**src/rtl/core/scfr_pkg.sv**
```systemverilog
// shared constants and types of the sum-checked frame receiver
package scfr_pkg;

    localparam logic [7:0] SYNC_BYTE   = 8'hAA;
    localparam int         STORE_DEPTH = 8;
    localparam int         IDX_W       = $clog2(STORE_DEPTH);
    localparam int         POS_W       = 9;

    // frame positions up to the start of the payload
    localparam logic [POS_W-1:0] POS_SYNC_SECOND = 9'd1;
    localparam logic [POS_W-1:0] POS_LENGTH      = 9'd2;
    localparam logic [POS_W-1:0] POS_PAYLOAD     = 9'd3;

    typedef struct packed {
        logic               frame_ok;
        logic [7:0]         payload_length;
        logic [15:0]        value_a;
        logic signed [15:0] value_b;
        logic signed [31:0] value_c;
    } result_t;

    // handshake between the input stage and the parser
    typedef struct packed {
        logic       step;
        logic [7:0] rx_byte;
    } step_t;

    typedef struct packed {
        logic at_checksum;
        logic load_result;
    } parser_status_t;

endpackage

```
**src/rtl/core/scfr_frame_parser.sv**
```systemverilog
// frame position tracking, running sum, payload store and held values
module scfr_frame_parser (
    input  logic                    clk,
    input  logic                    rst_n,
    input  scfr_pkg::step_t         step_in,
    output scfr_pkg::parser_status_t status,
    output scfr_pkg::result_t       result
);
    import scfr_pkg::*;

    logic [POS_W-1:0] pos_reg, pos_next;
    logic [7:0]       len_reg, len_next;
    logic [7:0]       sum_reg, sum_next;
    logic [7:0]       store_reg [STORE_DEPTH];
    logic [7:0]       store_next [STORE_DEPTH];
    logic [15:0]      held_a_reg, held_a_next;
    logic [15:0]      held_b_reg, held_b_next;
    logic [31:0]      held_c_reg, held_c_next;

    logic [POS_W-1:0] checksum_pos;
    logic [POS_W-1:0] store_idx;
    logic             hunting;
    logic             at_length;
    logic             in_payload;
    logic             at_checksum;
    logic             sum_match;

    assign checksum_pos = {1'b0, len_reg} + POS_PAYLOAD;
    assign hunting      = (pos_reg < POS_LENGTH);
    assign at_length    = (pos_reg == POS_LENGTH);
    assign in_payload   = !hunting && !at_length && (pos_reg < checksum_pos);
    assign at_checksum  = !hunting && !at_length && !in_payload;
    assign store_idx    = pos_reg - POS_PAYLOAD;
    assign sum_match    = (sum_reg == step_in.rx_byte);

    always_comb
    begin
        pos_next    = pos_reg;
        len_next    = len_reg;
        sum_next    = sum_reg;
        held_a_next = held_a_reg;
        held_b_next = held_b_reg;
        held_c_next = held_c_reg;
        for (int i = 0; i < STORE_DEPTH; i++)
        begin
            store_next[i] = store_reg[i];
        end
        if (step_in.step)
        begin
            if (hunting)
            begin
                pos_next = (step_in.rx_byte == SYNC_BYTE) ? pos_reg + 9'd1 : '0;
            end
            else if (at_length)
            begin
                len_next = step_in.rx_byte;
                sum_next = step_in.rx_byte;
                pos_next = POS_PAYLOAD;
            end
            else if (in_payload)
            begin
                // only the first entries are kept, the rest feed the sum
                for (int i = 0; i < STORE_DEPTH; i++)
                begin
                    if (store_idx == POS_W'(i))
                    begin
                        store_next[i] = step_in.rx_byte;
                    end
                end
                sum_next = sum_reg + step_in.rx_byte;
                pos_next = pos_reg + 9'd1;
            end
            else
            begin
                if (sum_match)
                begin
                    held_a_next = {store_reg[0], store_reg[1]};
                    held_b_next = {store_reg[2], store_reg[3]};
                    held_c_next = {store_reg[4], store_reg[5], store_reg[6], store_reg[7]};
                end
                pos_next = '0;
                sum_next = '0;
            end
        end
    end

    always_ff @(posedge clk or negedge rst_n)
    begin
        if (!rst_n)
        begin
            pos_reg    <= '0;
            len_reg    <= '0;
            sum_reg    <= '0;
            held_a_reg <= '0;
            held_b_reg <= '0;
            held_c_reg <= '0;
            for (int i = 0; i < STORE_DEPTH; i++)
            begin
                store_reg[i] <= '0;
            end
        end
        else
        begin
            pos_reg    <= pos_next;
            len_reg    <= len_next;
            sum_reg    <= sum_next;
            held_a_reg <= held_a_next;
            held_b_reg <= held_b_next;
            held_c_reg <= held_c_next;
            for (int i = 0; i < STORE_DEPTH; i++)
            begin
                store_reg[i] <= store_next[i];
            end
        end
    end

    assign status.at_checksum = at_checksum;
    assign status.load_result = step_in.step && at_checksum;

    assign result.frame_ok       = sum_match;
    assign result.payload_length = len_reg;
    assign result.value_a        = held_a_next;
    assign result.value_b        = held_b_next;
    assign result.value_c        = held_c_next;

endmodule

```
**src/rtl/core/scfr_result_reg.sv**
```systemverilog
// result register on the output channel
module scfr_result_reg (
    input  logic                     clk,
    input  logic                     rst_n,
    input  scfr_pkg::parser_status_t status,
    input  scfr_pkg::result_t        result_in,
    input  logic                     out_stall,
    output logic                     out_valid,
    output scfr_pkg::result_t        result_out
);
    import scfr_pkg::*;

    logic    valid_reg, valid_next;
    result_t result_reg;

    always_comb
    begin
        if (status.load_result)
        begin
            valid_next = 1'b1;
        end
        else
        begin
            valid_next = valid_reg && out_stall;
        end
    end

    always_ff @(posedge clk or negedge rst_n)
    begin
        if (!rst_n)
        begin
            valid_reg <= 1'b0;
        end
        else
        begin
            valid_reg <= valid_next;
        end
    end

    always_ff @(posedge clk)
    begin
        if (status.load_result)
        begin
            result_reg <= result_in;
        end
    end

    assign out_valid  = valid_reg;
    assign result_out = result_reg;

endmodule

```
**src/rtl/core/sum_checked_frame_receiver.sv**
```systemverilog
// top level of the sum-checked frame receiver
// path: an accepted item waits in the input register and is parsed from there; a checksum
//   item's result is loaded into the result register when it is parsed
// throughput: one item per cycle; a checksum item waits in the input register only
//   while the result register holds an untaken result
// reset: asynchronous active-low rst_n hunts for the first sync byte and clears sum,
//   length, payload store and held values
module sum_checked_frame_receiver (
    input  logic               clk,
    input  logic               rst_n,
    input  logic               in_valid,
    output logic               in_stall,
    input  logic [7:0]         rx_byte,
    output logic               out_valid,
    input  logic               out_stall,
    output logic               frame_ok,
    output logic [7:0]         payload_length,
    output logic [15:0]        value_a,
    output logic signed [15:0] value_b,
    output logic signed [31:0] value_c
);
    import scfr_pkg::*;

    // input register: holds one item ahead of the parser
    logic           in_valid_reg, in_valid_next;
    logic [7:0]     byte_reg;
    logic           out_free;
    step_t          step_bus;
    parser_status_t status;
    result_t        parsed_result;
    result_t        shown_result;

    // the result slot is free if empty or being taken this cycle
    assign out_free = !out_valid || !out_stall;

    // only a checksum item needs room in the result register
    assign step_bus.step    = in_valid_reg && (!status.at_checksum || out_free);
    assign step_bus.rx_byte = byte_reg;

    // hold the input side while the buffered item cannot move on
    assign in_stall = in_valid_reg && !step_bus.step;

    always_comb
    begin
        if (in_stall)
        begin
            in_valid_next = in_valid_reg;
        end
        else
        begin
            in_valid_next = in_valid;
        end
    end

    always_ff @(posedge clk or negedge rst_n)
    begin
        if (!rst_n)
        begin
            in_valid_reg <= 1'b0;
        end
        else
        begin
            in_valid_reg <= in_valid_next;
        end
    end

    always_ff @(posedge clk)
    begin
        if (in_valid && !in_stall)
        begin
            byte_reg <= rx_byte;
        end
    end

    // position, sum, store and held values
    scfr_frame_parser u_parser (
        .clk     (clk),
        .rst_n   (rst_n),
        .step_in (step_bus),
        .status  (status),
        .result  (parsed_result)
    );

    // result register, loaded when a checksum item is parsed
    scfr_result_reg u_result (
        .clk        (clk),
        .rst_n      (rst_n),
        .status     (status),
        .result_in  (parsed_result),
        .out_stall  (out_stall),
        .out_valid  (out_valid),
        .result_out (shown_result)
    );

    assign frame_ok       = shown_result.frame_ok;
    assign payload_length = shown_result.payload_length;
    assign value_a        = shown_result.value_a;
    assign value_b        = shown_result.value_b;
    assign value_c        = shown_result.value_c;

endmodule

```
**config.mk**
```make
export PLATFORM = sky130hd
export DESIGN_NAME = sum_checked_frame_receiver
export DESIGN_NICKNAME = d
export VERILOG_FILES = /design/src/rtl/core/scfr_pkg.sv /design/src/rtl/core/scfr_frame_parser.sv /design/src/rtl/core/scfr_result_reg.sv /design/src/rtl/core/sum_checked_frame_receiver.sv
export SDC_FILE = /design/constraint.sdc
export NUM_CORES = 1
export LEC_CHECK = 0
export BUFFER_PORTS_ARGS = -buffer_cell sky130_fd_sc_hd__buf_4
export CORE_ASPECT_RATIO = 2
export CORE_UTILIZATION = 25
export DETAILED_ROUTE_END_ITERATION = 10
export SLEW_MARGIN = 0
export SYNTH_ARGS = -nofsm -noshare
export SYNTH_HDL_FRONTEND = slang
export SYNTH_SLANG_ARGS = --single-unit
export TNS_END_PERCENT = 20
```
**constraint.sdc**
```tcl
create_clock -name clk -period 7.2 [get_ports clk]
set_input_delay 1.8 -clock clk [delete_from_list [all_inputs] [get_ports clk]]
set_output_delay 1.8 -clock clk [all_outputs]
set_load 0.05 [all_outputs]
```
== After elaboration in Yosys (flattened, before gate mapping) ==
Cells that the tools add are included.
Word-level totals
  input bits: 12
  output and inout bits: 75
  RAM bits: 0
  flip-flop bits (word level): 236
  memory bits (read-only): 0
  memories: 0
  bits in latches: 0
Operators by class
  divide/modulo/power cells: 0
  bitwise gates (word level): 2
  order comparisons: 2
  $mul: 0
  shifts and indexed selects: 0
  $add $sub $neg: 4
  muxes and demuxes: 22
  reductions and logical operators: 29
  eq/ne operators: 10
Operator list (count)
  2-to-1 mux 16 bit: 10
  2-to-1 mux 32 bit: 5
  AND reduction 5 bit: 8
  equality test 9 x 3 -> 1 bit, second input constant: 4
  2-to-1 mux 9 bit: 4
  equality test 9 x 2 -> 1 bit, second input constant: 3
  2-to-1 mux 8 bit: 2
  adder 8 x 2 -> 9 bit, second input constant: 1
  adder 9 x 1 -> 9 bit, second input constant: 1
  equality test 9 x 1 -> 1 bit, second input constant: 1
  zero test 9 bit: 1
  < comparator 9 x 2 -> 1 bit, second input constant: 1
  < comparator 9 bit: 1
  subtractor 9 x 2 -> 9 bit, second input constant: 1
  adder 8 bit: 1
  equality test 8 bit: 1
  equality test 8 bit, second input constant: 1
  logical AND 1 bit: 8
  zero test 1 bit: 8
  AND reduction 3 bit: 1
  logical OR 1 bit: 2
  NOT 1 bit: 2
  AND reduction 2 bit: 1
  2-to-1 mux 1 bit: 1

== Depth between registers and ports, before layout ==
Gate-level depths: netlist of the first run.
  depth in word-level cells: 13
  depth in mapped cells: 14
  mapped depth without buffers: 12

== By module ==
A second synthesis of the first run with hierarchy kept.
Second synthesis, totals
  cells, all modules: 614
  area total of the unflattened synthesis: 9441.6 µm²
Modules (own cells, without submodules)
  scfr_frame_parser: times used 1, area each 6919.1 µm², sequential area each 3828.7 µm², cells an instance 524
  scfr_result_reg: times used 1, area each 2224.6 µm², sequential area each 2217.1 µm², cells an instance 75
  sum_checked_frame_receiver: times used 1, area each 297.8 µm², sequential area each 265.3 µm², cells an instance 15

== Worst setup path after synthesis of the first run ==
Ideal clock, no wire load.
  kind: register -> register
  start point: register u_parser.len_reg[0]
  end point: register u_result.result_reg (netlist bit u_result.result_out[0]) (enable)
  data required time: 6.696 ns
  cell stages (with the launch flop): 13
  setup slack: 1.290 ns
  data arrival time: 5.405 ns
  library setup time: 0.504 ns
  path through: dfrtp_1 inv_1 ha_1 nor2_1 and3_1 nand3_1 ha_1 nand2_1 nor4_1 a21oi_1 nor2_1 nand2_1 nor2_1
RTL lines
  start: declaration: line scfr_frame_parser.sv:12  | logic [7:0] len_reg, len_next;
  start signal: assignment: line scfr_frame_parser.sv:105  | len_reg <= len_next;
  end signal: assignment: line scfr_result_reg.sv:44  | result_reg <= result_in;
  end: declaration: line scfr_result_reg.sv:14  | result_t result_reg;

== Worst setup path after layout of the first run ==
  start point: register u_parser.len_reg[0]
  end point: output port in_stall
On the way
  longest elaborated chain between the ends: 10
RTL lines
  adder 8 x 2 -> 9 bit: line scfr_frame_parser.sv:28  | assign checksum_pos = {1'b0, len_reg} + POS_PAYLOAD;
  < comparator 9 bit: line scfr_frame_parser.sv:31  | assign in_payload = !hunting && !at_length && (pos_reg < checksum_pos);
  logical AND 1 bit: line scfr_frame_parser.sv:31
  zero test 1 bit: line scfr_frame_parser.sv:32  | assign at_checksum = !hunting && !at_length && !in_payload;
  logical AND 1 bit: line scfr_frame_parser.sv:32
  zero test 1 bit: line sum_checked_frame_receiver.sv:37  | assign step_bus.step = in_valid_reg && (!status.at_checksum || out_free);
  logical OR 1 bit: line sum_checked_frame_receiver.sv:37
  logical AND 1 bit: line sum_checked_frame_receiver.sv:37
  zero test 1 bit: line sum_checked_frame_receiver.sv:41  | assign in_stall = in_valid_reg && !step_bus.step;
  logical AND 1 bit: line sum_checked_frame_receiver.sv:41
  end: declaration: line sum_checked_frame_receiver.sv:12  | output logic in_stall,
No other way between the ends.

==> results of run 1 <==
routing by layer:
metal | vias to the layer above | wire [um]
met2 | 92 | 11750
met1 | 2630 | 7855
met5 | - | 0
li1 | 2361 | -
met4 | 0 | 863
met3 | 40 | 671
Yosys cell counts, types with 3 or more instances:
library cell,n
nand2_1,13
and2_1,5
a21oi_1,15
mux2_2,132
xnor2_1,11
xor2_1,12
nand3_1,6
nor2_1,26
o2111ai_1,4
clkbuf_1,12
o21ai_0,11
nand4_1,4
nor4_1,5
and3_1,4
mux2_1,6
inv_1,10
nor3_4,9
ha_1,22
o211ai_1,3
buf_2,9
nor3_1,6
dfrtp_1,155
edfxtp_1,81
a22oi_1,7
where the power goes:
| group | switching [mW] | internal, mW |
|---|---|---|
| clock | 0.490 | 0.607 |
| combinational | 0.121 | 0.0920 |
| sequential | 0.0311 | 1.41 |
| total | 0.643 | 2.11 |
placed cells by master, fill, tap and decap left out, drive strengths merged, types with 5 or more instances in the layout:
cell type | synthesis | routed
edfxtp | 81 | 81
xnor2 | 11 | 11
clkbuf | 12 | 33
a21oi | 15 | 15
nand2 | 13 | 13
ha | 22 | 22
nor2 | 26 | 26
dfrtp | 155 | 155
nand3 | 6 | 6
a22oi | 7 | 7
buf | 10 | 95
mux2 | 138 | 138
nor4 | 5 | 5
inv | 10 | 12
xor2 | 12 | 12
nor3 | 15 | 15
o21ai | 12 | 12
and2 | 5 | 5
layout make-up:
type	instances	area, um2	area share (%)
clock buffers	33	630.6	5.586
flip-flops and latches	236	6311	55.90
repair buffers	95	716.9	6.350
well taps	459	574.3	5.087
multi-input cells	327	2984	26.43
clock inverters	5	35.03	0.3103
inverters	10	37.54	0.3325
cell families (layout without fill, tap and decap cells):
family	after synthesis	count (layout)
xor gates and xnor gates	23	23
buffers and inverters	32	143
adders and majority gates	23	23
AOI/OAI and AO/OA	56	56
muxes	139	139
and+or+nand+nor	86	86
DFF	236	236
worst max-delay path, stage by stage, from the launching register on:
cell and delay [ns]:
dfrtp_1 0.42, inv_1 0.06, ha_1 0.22, nor2_1 0.18, and3_1 0.23, nand3_1 0.09, ha_1 0.31, nand2_1 0.07
nor4_1 0.49, a21oi_1 0.34, nor4_1 0.58, buf_4 0.31
how the worst max path moves through the flow:
stage	from	to	slack (ns)	cells past startpoint
5_1_grt	u_parser.len_reg[0]	in_stall	1.26	11
4_1_cts	u_parser.len_reg[0]	in_stall	1.48	11
2_1_floorplan	u_parser.len_reg[0]	u_result.result_out[0]	1.29	12
3_3_place_gp	u_parser.len_reg[0]	in_stall	2.09	11
6_report	u_parser.len_reg[0]	in_stall	1.59	11
3_5_place_dp	u_parser.len_reg[0]	in_stall	2.04	11
==> results.py, run 1 <==
metrics = {
    "placement": {
        "gp_congestion": 0.8322,
        "dp_slack_ns": 2.039,
        "port_buffers": 86,
        "numPlacedInstances": 1127,
        "placed_area_um2": 10620,
        "dp_hpwl_mm": 14.25,
    },
    "clocking": {
        "cts_buffer_depth": 3,
        "cts-root-buf": "clkbuf_16",
        "insertion_delay_ns": 0.51,
        "htreeDepth": 1,
        "holdBufCountCts": 0,
        "numCtsBuffers": 21,
        "cts_tree": "built",
        "post_cts_buffers": 0,
        "clkTransAtPathRegs_ns": 0.06,
        "cts_resized": 0,
        "cts.sinks": 236,
    },
    "global_route": {
        "grt_use_met2_pct": 21.67,
        "grt_max_degree": 63,
        "grt_use_total_pct": 11.42,
        "grt_overflow_total": 0,
        "met3_usage_pct": 1.645,
        "grt_pass1_vias": 5673,
        "grt_pass1_wl_mm": 33.51,
        "antenna_found_initial": 0,
        "grt-busiest-layer": "met2",
        "use_met1_pct": 12.03,
    },
    "logic_synthesis": {
        "syn-num-nets": 630,
        "yosys-top-cells-area": "dfrtp_1 (41%), edfxtp_1 (26%), mux2_2 (16%)",
        "synthAdderAreaFrac_pct": 3.134,
        "syn-mean-instance-area_um2": 15.83,
        "ys_seq_area_share_pct": 66.99,
        "synthSimpleGateAreaFrac_pct": 5.631,
        "yosys.area.top_type_share_pct": 41.17,
        "netlist_area_um2": 9422,
        "synth-compound-area-share_pct": 4.077,
        "synth-main-ff-cell": "dfrtp_1",
        "synth_top_family_by_area": "multiplexers",
        "synthMuxAreaShare_pct": 16.60,
        "synth_warnings": 0,
        "synthCells": 595,
        "synth_xor_area_share_pct": 2.138,
        "async_flop_share_pct": 65.68,
        "synth_area_leader_cell": "dfrtp_1",
        "ys_seq_elements": 236,
        "synth_edf_count": 81,
        "yosysUniqueCellTypes": 47,
    },
    "run_status": {
        "status": "finished, final reports clean",
    },
    "power": {
        "power_density_nw_per_um2": 243.9,
        "total_power_mw": 2.754,
        "leakagePower_nw": 5.134,
        "ir_drop_v": 0.0001695,
    },
    "hold_path": {
        "holdPathEnd": "u_parser.store_reg[27]",
        "min_from": "u_parser.store_reg[27]",
        "min_path_type": "reg -> reg",
        "hold-path-cell-count": 1,
    },
    "route": {
        "viasPerCell": 4.397,
        "drt_iter0_markers": 142,
        "drt-wirelength-per-cell_um": 18.15,
        "dr.pass1.iters": 4,
        "wl_mm": 21.14,
        "vias": 5123,
        "drc_errors": 0,
        "ant_nets": 0,
    },
    "timing": {
        "grt_setup_unrepaired": "false",
        "whs_ns": 0.4832,
        "fin_ws_ns": 1.590,
        "fin_tns_setup_ns": 0,
        "fin_crit_sh_pct": 77.92,
        "fin_crit_ns": 5.610,
        "finalClockSkew_ns": 0.01580,
        "finalHoldViolCount": 0,
        "slew_headroom_pct": 10.58,
        "drv_slew": 0,
        "setup_viol_count_final": 0,
        "worst_pin_slew_ns": 1.335,
        "fmax_ghz": 0.1783,
    },
    "die": {
        "core.rowCount": 100,
        "start_util_pct": 25.35,
        "die-area_um2": 38510,
        "die_w_um": 139.3,
        "coreArea_um2": 37160,
        "die_h_um": 276.5,
        "ios": 87,
    },
    "final_layout": {
        "stdcell_area_um2": 11290,
        "largest_reg_flops": 73,
        "fin_nets": 726,
        "drive_gt1_share_pct": 38.53,
        "final_core_util_pct": 30.38,
        "fillers": 3620,
        "final_cells": 1165,
        "diodes": 0,
        "area_growth_pct": 19.83,
    },
    "critical_path": {
        "worstPathRequired_ns": 5.40,
        "endpoint_kind": "primary output",
        "worst-path-max-fanout": 8,
        "timing.rr.start": "u_parser.len_reg[0]",
        "reg2reg_depth": 13,
        "r2r_end": "u_result.result_out[3]",
        "r2r_setup_slack_ns": 2.60,
        "worstPathArrival_ns": 3.81,
        "path_class": "reg -> out",
        "startpoint_type": "flop",
    },
    "job": {
        "cap_viol_max_count": 0,
    },
}
Note: power is estimated with default switching activity, not from simulation.
==> run 2: changes to the inputs <==
clock period = 5.35 ns   (was 7.2 ns; I/O delays follow)
==> run 2 against run 1 <==
Compared with the run above: final cell count rose by 0.17%; power rose by 34%; largest power group unchanged; first-iteration DRC count rose by 100%; setup slack got worse by 1.2 ns; count of clock-buffer cells in the layout fell by 11; register-to-register slack got worse by 1.4 ns; clock skew rose by 0.0055 ns; critical endpoint unchanged; critical path depth did not move; critical path type unchanged; global-route usage fell by 0.29 points; highest routed layer unchanged; non-clock buffer count rose by 4; largest cell class unchanged; sequential power rose by 35%.
==> results.py, run 2 (synthesis results as in run 1) <==
metrics = {
    "timing": {
        "fin_tns_setup_ns": 0,
        "drv_slew": 0,
        "fin_crit_sh_pct": 92.39,
        "finalClockSkew_ns": 0.02127,
        "grt_setup_unrepaired": "false",
        "slew_headroom_pct": 35.95,
        "finalHoldViolCount": 0,
        "fmax_ghz": 0.2023,
        "fin_crit_ns": 4.943,
        "worst_pin_slew_ns": 0.9598,
        "setup_viol_count_final": 0,
    },
    "final_layout": {
        "fillers": 3603,
        "fin_nets": 729,
        "final_common_cell": "dfrtp_1",
        "final_cells": 1167,
        "area_growth_pct": 20.08,
        "final_cell_mix": "dfrtp_1 (155), mux2_2 (132), buf_4 (97)",
        "largest_reg_flops": 73,
        "diodes": 0,
        "stdcell_area_um2": 11310,
        "drive_gt1_share_pct": 38.84,
    },
    "critical_path": {
        "cp_num_cells": 11,
        "reg2reg_depth": 13,
        "path_cells": "inv_1 > ha_1 > nor2_1 > and3_1 > nand3_1 > ha_1 > nand2_1 > nor4_1 > a21oi_1 > nor4_1 > buf_4",
        "endpoint_kind": "primary output",
        "cp-startpoint": "u_parser.len_reg[0]",
        "critPathSlowestCell": "nor4_1",
        "timing.rr.start": "u_parser.len_reg[0]",
        "startpoint_type": "flop",
        "worst-path-max-fanout": 8,
        "worstPathArrival_ns": 3.61,
        "max_stage_delay_ns": 0.49,
        "worstPathRequired_ns": 4.01,
        "cpLargestDelayFamily": "simple AND/OR/NAND/NOR gates",
        "path_class": "reg -> out",
        "crit_buf_inv": 2,
    },
    "clocking": {
        "htreeDepth": 1,
        "cts-root-buf": "clkbuf_16",
        "numCtsBuffers": 20,
        "post_cts_buffers": 0,
        "cts_buffer_depth": 3,
        "cts.sinks": 236,
        "insertion_delay_ns": 0.51,
        "clkTransAtPathRegs_ns": 0.07,
        "cts_tree": "built",
        "holdBufCountCts": 0,
        "cts_resized": 0,
    },
    "route": {
        "dr.pass1.iters": 4,
        "drc_errors": 0,
        "drt_iter0_markers": 287,
        "drt-wirelength-per-cell_um": 18.05,
        "viasPerCell": 4.412,
        "ant_nets": 0,
        "vias": 5149,
        "wl_mm": 21.07,
    },
    "hold_path": {
        "min_from": "u_parser.store_reg[3]",
        "hold-path-cell-count": 1,
        "min_path_type": "reg -> reg",
    },
    "global_route": {
        "grt_pass1_vias": 5424,
        "grt_overflow_total": 0,
        "grt_max_degree": 88,
        "grt_use_total_pct": 11.13,
        "antenna_found_initial": 0,
        "grt_pass1_wl_mm": 32.71,
    },
    "die": {
        "start_util_pct": 25.35,
        "die_w_um": 139.3,
        "core.rowCount": 100,
        "die_h_um": 276.5,
        "coreArea_um2": 37160,
        "die-area_um2": 38510,
        "ios": 87,
    },
    "power": {
        "leakagePower_nw": 5.141,
        "power_density_nw_per_um2": 325.7,
        "ir_drop_v": 0.0001839,
    },
    "placement": {
        "gp_congestion": 0.8084,
        "placed_area_um2": 10670,
        "port_buffers": 86,
        "numPlacedInstances": 1131,
        "dp_hpwl_mm": 14.13,
    },
    "run_status": {
        "status": "finished, final reports clean",
    },
    "job": {
        "cap_viol_max_count": 0,
    },
}
-- run 2: cell types whose count changed in the layout (fill, tap and decap cells not counted), moves of 3 or more --
cell / change
clkbuf_8: -6
clkbuf_1: -4
buf_4: +3
clkinv_1: +3
-- run 2: power breakdown --
group	switching [mW]	internal [mW]	leakage [nW]	total [mW]
logic	0.169	0.125	1.86	0.293
registers	0.0379	1.90	2.97	1.94
clock network	0.659	0.794	0.311	1.45
-- run 2: cell type report --
| class | instances | area (um2) | share of cell area [%] |
|---|---|---|---|
| clock inverter | 14 | 138.9 | 1.228 |
| sequential | 236 | 6311 | 55.78 |
| timing repair buffer | 99 | 759.5 | 6.713 |
| inverter | 10 | 37.54 | 0.3318 |
| clock buffer | 22 | 508.0 | 4.490 |
| multi-input combinational | 327 | 2984 | 26.38 |
| tap | 459 | 574.3 | 5.076 |
-- run 2: routing by layer --
metal / part of all wire [%] / GRT usage [%] / wire (um)
met1: 39 / 12.29 / 8178
met2: 55 / 21.17 / 11680
met3: 2.9 / 1.299 / 606
met4: 2.8 / 4.587 / 599
met5: 0 / 0 / 0
-- run 2: worst paths after layout --
kind                       slack, ns                      end
setup / recovery                0.41                 in_stall
hold / removal                  0.49    u_parser.store_reg[3]
setup reg to reg                1.20  u_result.result_out[30]
hold reg to reg                 0.49    u_parser.store_reg[3]
max in group asynchronous       3.43  u_parser.held_c_reg[29]
min in group asynchronous       0.87  u_parser.held_c_reg[19]
-- run 2: metrics by stage --
stage	worst slack [ns]	power (mW)	utilization [%]	hold slack, ns
detailed placement	0.9102	2.271	28.70	0.4735
CTS	0.3655	3.739	30.44	0.4898
global route	0.03858	3.830	30.44	0.4997
finish	0.4071	3.684	30.44	0.4861
floorplan	0.2928	2.171	-	0.4522
global placement	1.054	2.260	28.70	0.4630
==> run 3: changes to the inputs <==
CTS_BUF_LIST = sky130_fd_sc_hd__clkbuf_2   (was not set)
==> run 3 against run 2 <==
Compared with the run above: routed wire length is 1.8% higher; final cell count rose by 4.6%; sequential power about the same; first-iteration DRC count shrank 15%; clock power decreased by 25%; non-clock buffer count unchanged; final area down 1.5%; die area is the same; register-to-register slack improved by 0.10 ns; setup slack worse by 0.030 ns; flip-flop and latch count stayed put; power shrank 9.9%; critical path type unchanged; critical endpoint unchanged; largest power group unchanged; highest routed layer unchanged.
==> results.py, run 3 (synthesis results as in run 1) <==
metrics = {
    "run_status": {
        "status": "finished, final reports clean",
    },
    "power": {
        "ir_drop_v": 0.0001279,
        "leakagePower_nw": 5.179,
        "power_density_nw_per_um2": 297.9,
        "combPwrFrac_pct": 8.9,
        "power.internal_mw": 2.429,
        "seq_power_share_pct": 58.4,
        "power_switching_uw": 890.3,
        "sw_frac_of_total_pct": 26.83,
        "clockPowerShare_pct": 32.7,
    },
    "final_layout": {
        "drive_gt1_share_pct": 42.71,
        "fin_nets": 757,
        "fillers": 3666,
        "area_growth_pct": 18.23,
        "largest_reg_flops": 73,
        "final_cells": 1221,
        "final_cell_mix": "dfrtp_1 (155), mux2_2 (132), buf_4 (97)",
        "stdcell_area_um2": 11140,
        "final_common_cell": "dfrtp_1",
        "multi_input_area_um2": 3000,
        "seq_area_um2": 6311,
    },
    "timing": {
        "slew_headroom_pct": 35.92,
        "fin_crit_ns": 4.973,
        "finalHoldViolCount": 0,
        "worst_pin_slew_ns": 0.9602,
        "fin_crit_sh_pct": 92.96,
        "drv_slew": 0,
        "setup_viol_count_final": 0,
        "fmax_ghz": 0.2011,
        "grt_setup_unrepaired": "false",
        "finalClockSkew_ns": 0.04623,
        "fin_tns_setup_ns": 0,
    },
    "route": {
        "vias": 5351,
        "drc_errors": 0,
        "viasPerCell": 4.382,
        "drt-wirelength-per-cell_um": 17.57,
        "dr.pass1.iters": 4,
        "ant_nets": 0,
        "wl_mm": 21.46,
        "drt_iter0_markers": 243,
    },
    "clocking": {
        "cts_buffer_depth": 3,
        "post_cts_buffers": 0,
        "cts_tree": "built",
        "insertion_delay_ns": 0.78,
        "cts-root-buf": "clkbuf_2",
        "numCtsBuffers": 48,
        "cts.sinks": 236,
        "htreeDepth": 2,
        "clkTransAtPathRegs_ns": 0.13,
    },
    "critical_path": {
        "endpoint_kind": "primary output",
        "startpoint_type": "flop",
        "path_class": "reg -> out",
        "worst-path-max-fanout": 8,
        "worstPathArrival_ns": 3.64,
        "worstPathRequired_ns": 4.01,
    },
    "global_route": {
        "grt_pass1_wl_mm": 33.47,
        "grt_use_total_pct": 11.41,
        "antenna_found_initial": 1,
        "grt_pass1_vias": 5754,
        "grt_overflow_total": 0,
        "grt_max_degree": 88,
    },
    "placement": {
        "placed_area_um2": 10670,
        "dp_hpwl_mm": 14.13,
        "gp_congestion": 0.8084,
        "port_buffers": 86,
        "numPlacedInstances": 1131,
    },
    "hold_path": {
        "min_path_type": "reg -> reg",
    },
    "die": {
        "core.rowCount": 100,
        "die_w_um": 139.3,
        "start_util_pct": 25.35,
        "die_h_um": 276.5,
        "ios": 87,
        "die-area_um2": 38510,
        "coreArea_um2": 37160,
    },
    "job": {
        "cap_viol_max_count": 0,
    },
}
[run 3: path summary, 6_finish.rpt]
check	start	slack (ns)	depth (start not counted)	end
max	u_parser.len_reg[0]	0.38	11	in_stall
min	u_parser.store_reg[3]	0.50	1	u_parser.store_reg[3]
min in group asynchronous	rst_n	0.63	1	u_parser.held_c_reg[19]
min reg2reg	u_parser.store_reg[3]	0.50	1	u_parser.store_reg[3]
max in group asynchronous	rst_n	3.67	2	u_parser.store_reg[41]
max reg2reg	u_parser.len_reg[0]	1.30	13	u_result.result_out[46]
[run 3: critical path, stage by stage, from the launching register on]
cell and delay, ns:
dfrtp_1 0.45, inv_1 0.06, ha_1 0.22, nor2_1 0.16, and3_1 0.23, nand3_1 0.09, ha_1 0.30, nand2_1 0.08
nor4_2 0.45, a21oi_2 0.21, nor4_2 0.32, buf_4 0.27
[run 3: metal layers]
layer	vias up	wire [um]	track usage (%)
met2	123	11980	21.58
li1	2461	-	-
met1	2721	7987	12.02
met3	46	707	1.628
met4	0	778	5.983
met5	-	0	0
[run 3: through the flow]
stage / utilization, % / hold WS, ns / total power [mW] / setup WS, ns
5_1_grt: 29.98 / 0.5110 / 3.497 / 0.04691
3_3_place_gp: 28.70 / 0.4630 / 2.260 / 1.054
2_1_floorplan: - / 0.4522 / 2.171 / 0.2928
6_report: 29.98 / 0.4988 / 3.319 / 0.3768
3_5_place_dp: 28.70 / 0.4735 / 2.271 / 0.9102
4_1_cts: 29.94 / 0.4999 / 3.388 / 0.06697
[run 3: final cells by class]
cell class                 instances  area share [%]
sequential                       236           56.66
multi-input combinational        327           26.93
timing repair buffer              99           6.818
tap                              459           5.156
clock buffer                      70           3.145
clock inverter                    19          0.9323
inverter                          10          0.3370
antenna                            1         0.02246
[run 3: repair_timing]
action / in CTS / in global routing
endpoints found under the setup margin: 1 / 1
hold buffers: 0 / 0
resized for setup: 1 / 2
[run 3: power groups by stage]
stage | Clock [mW] | Combinational, mW | Sequential [mW]
finish | 1.09 | 0.296 | 1.94
global route | 1.22 | 0.330 | 1.94
CTS | 1.15 | 0.297 | 1.94
detailed placement | 0 | 0.296 | 1.98
global placement | 0 | 0.287 | 1.97
floorplan | 0 | 0.210 | 1.96
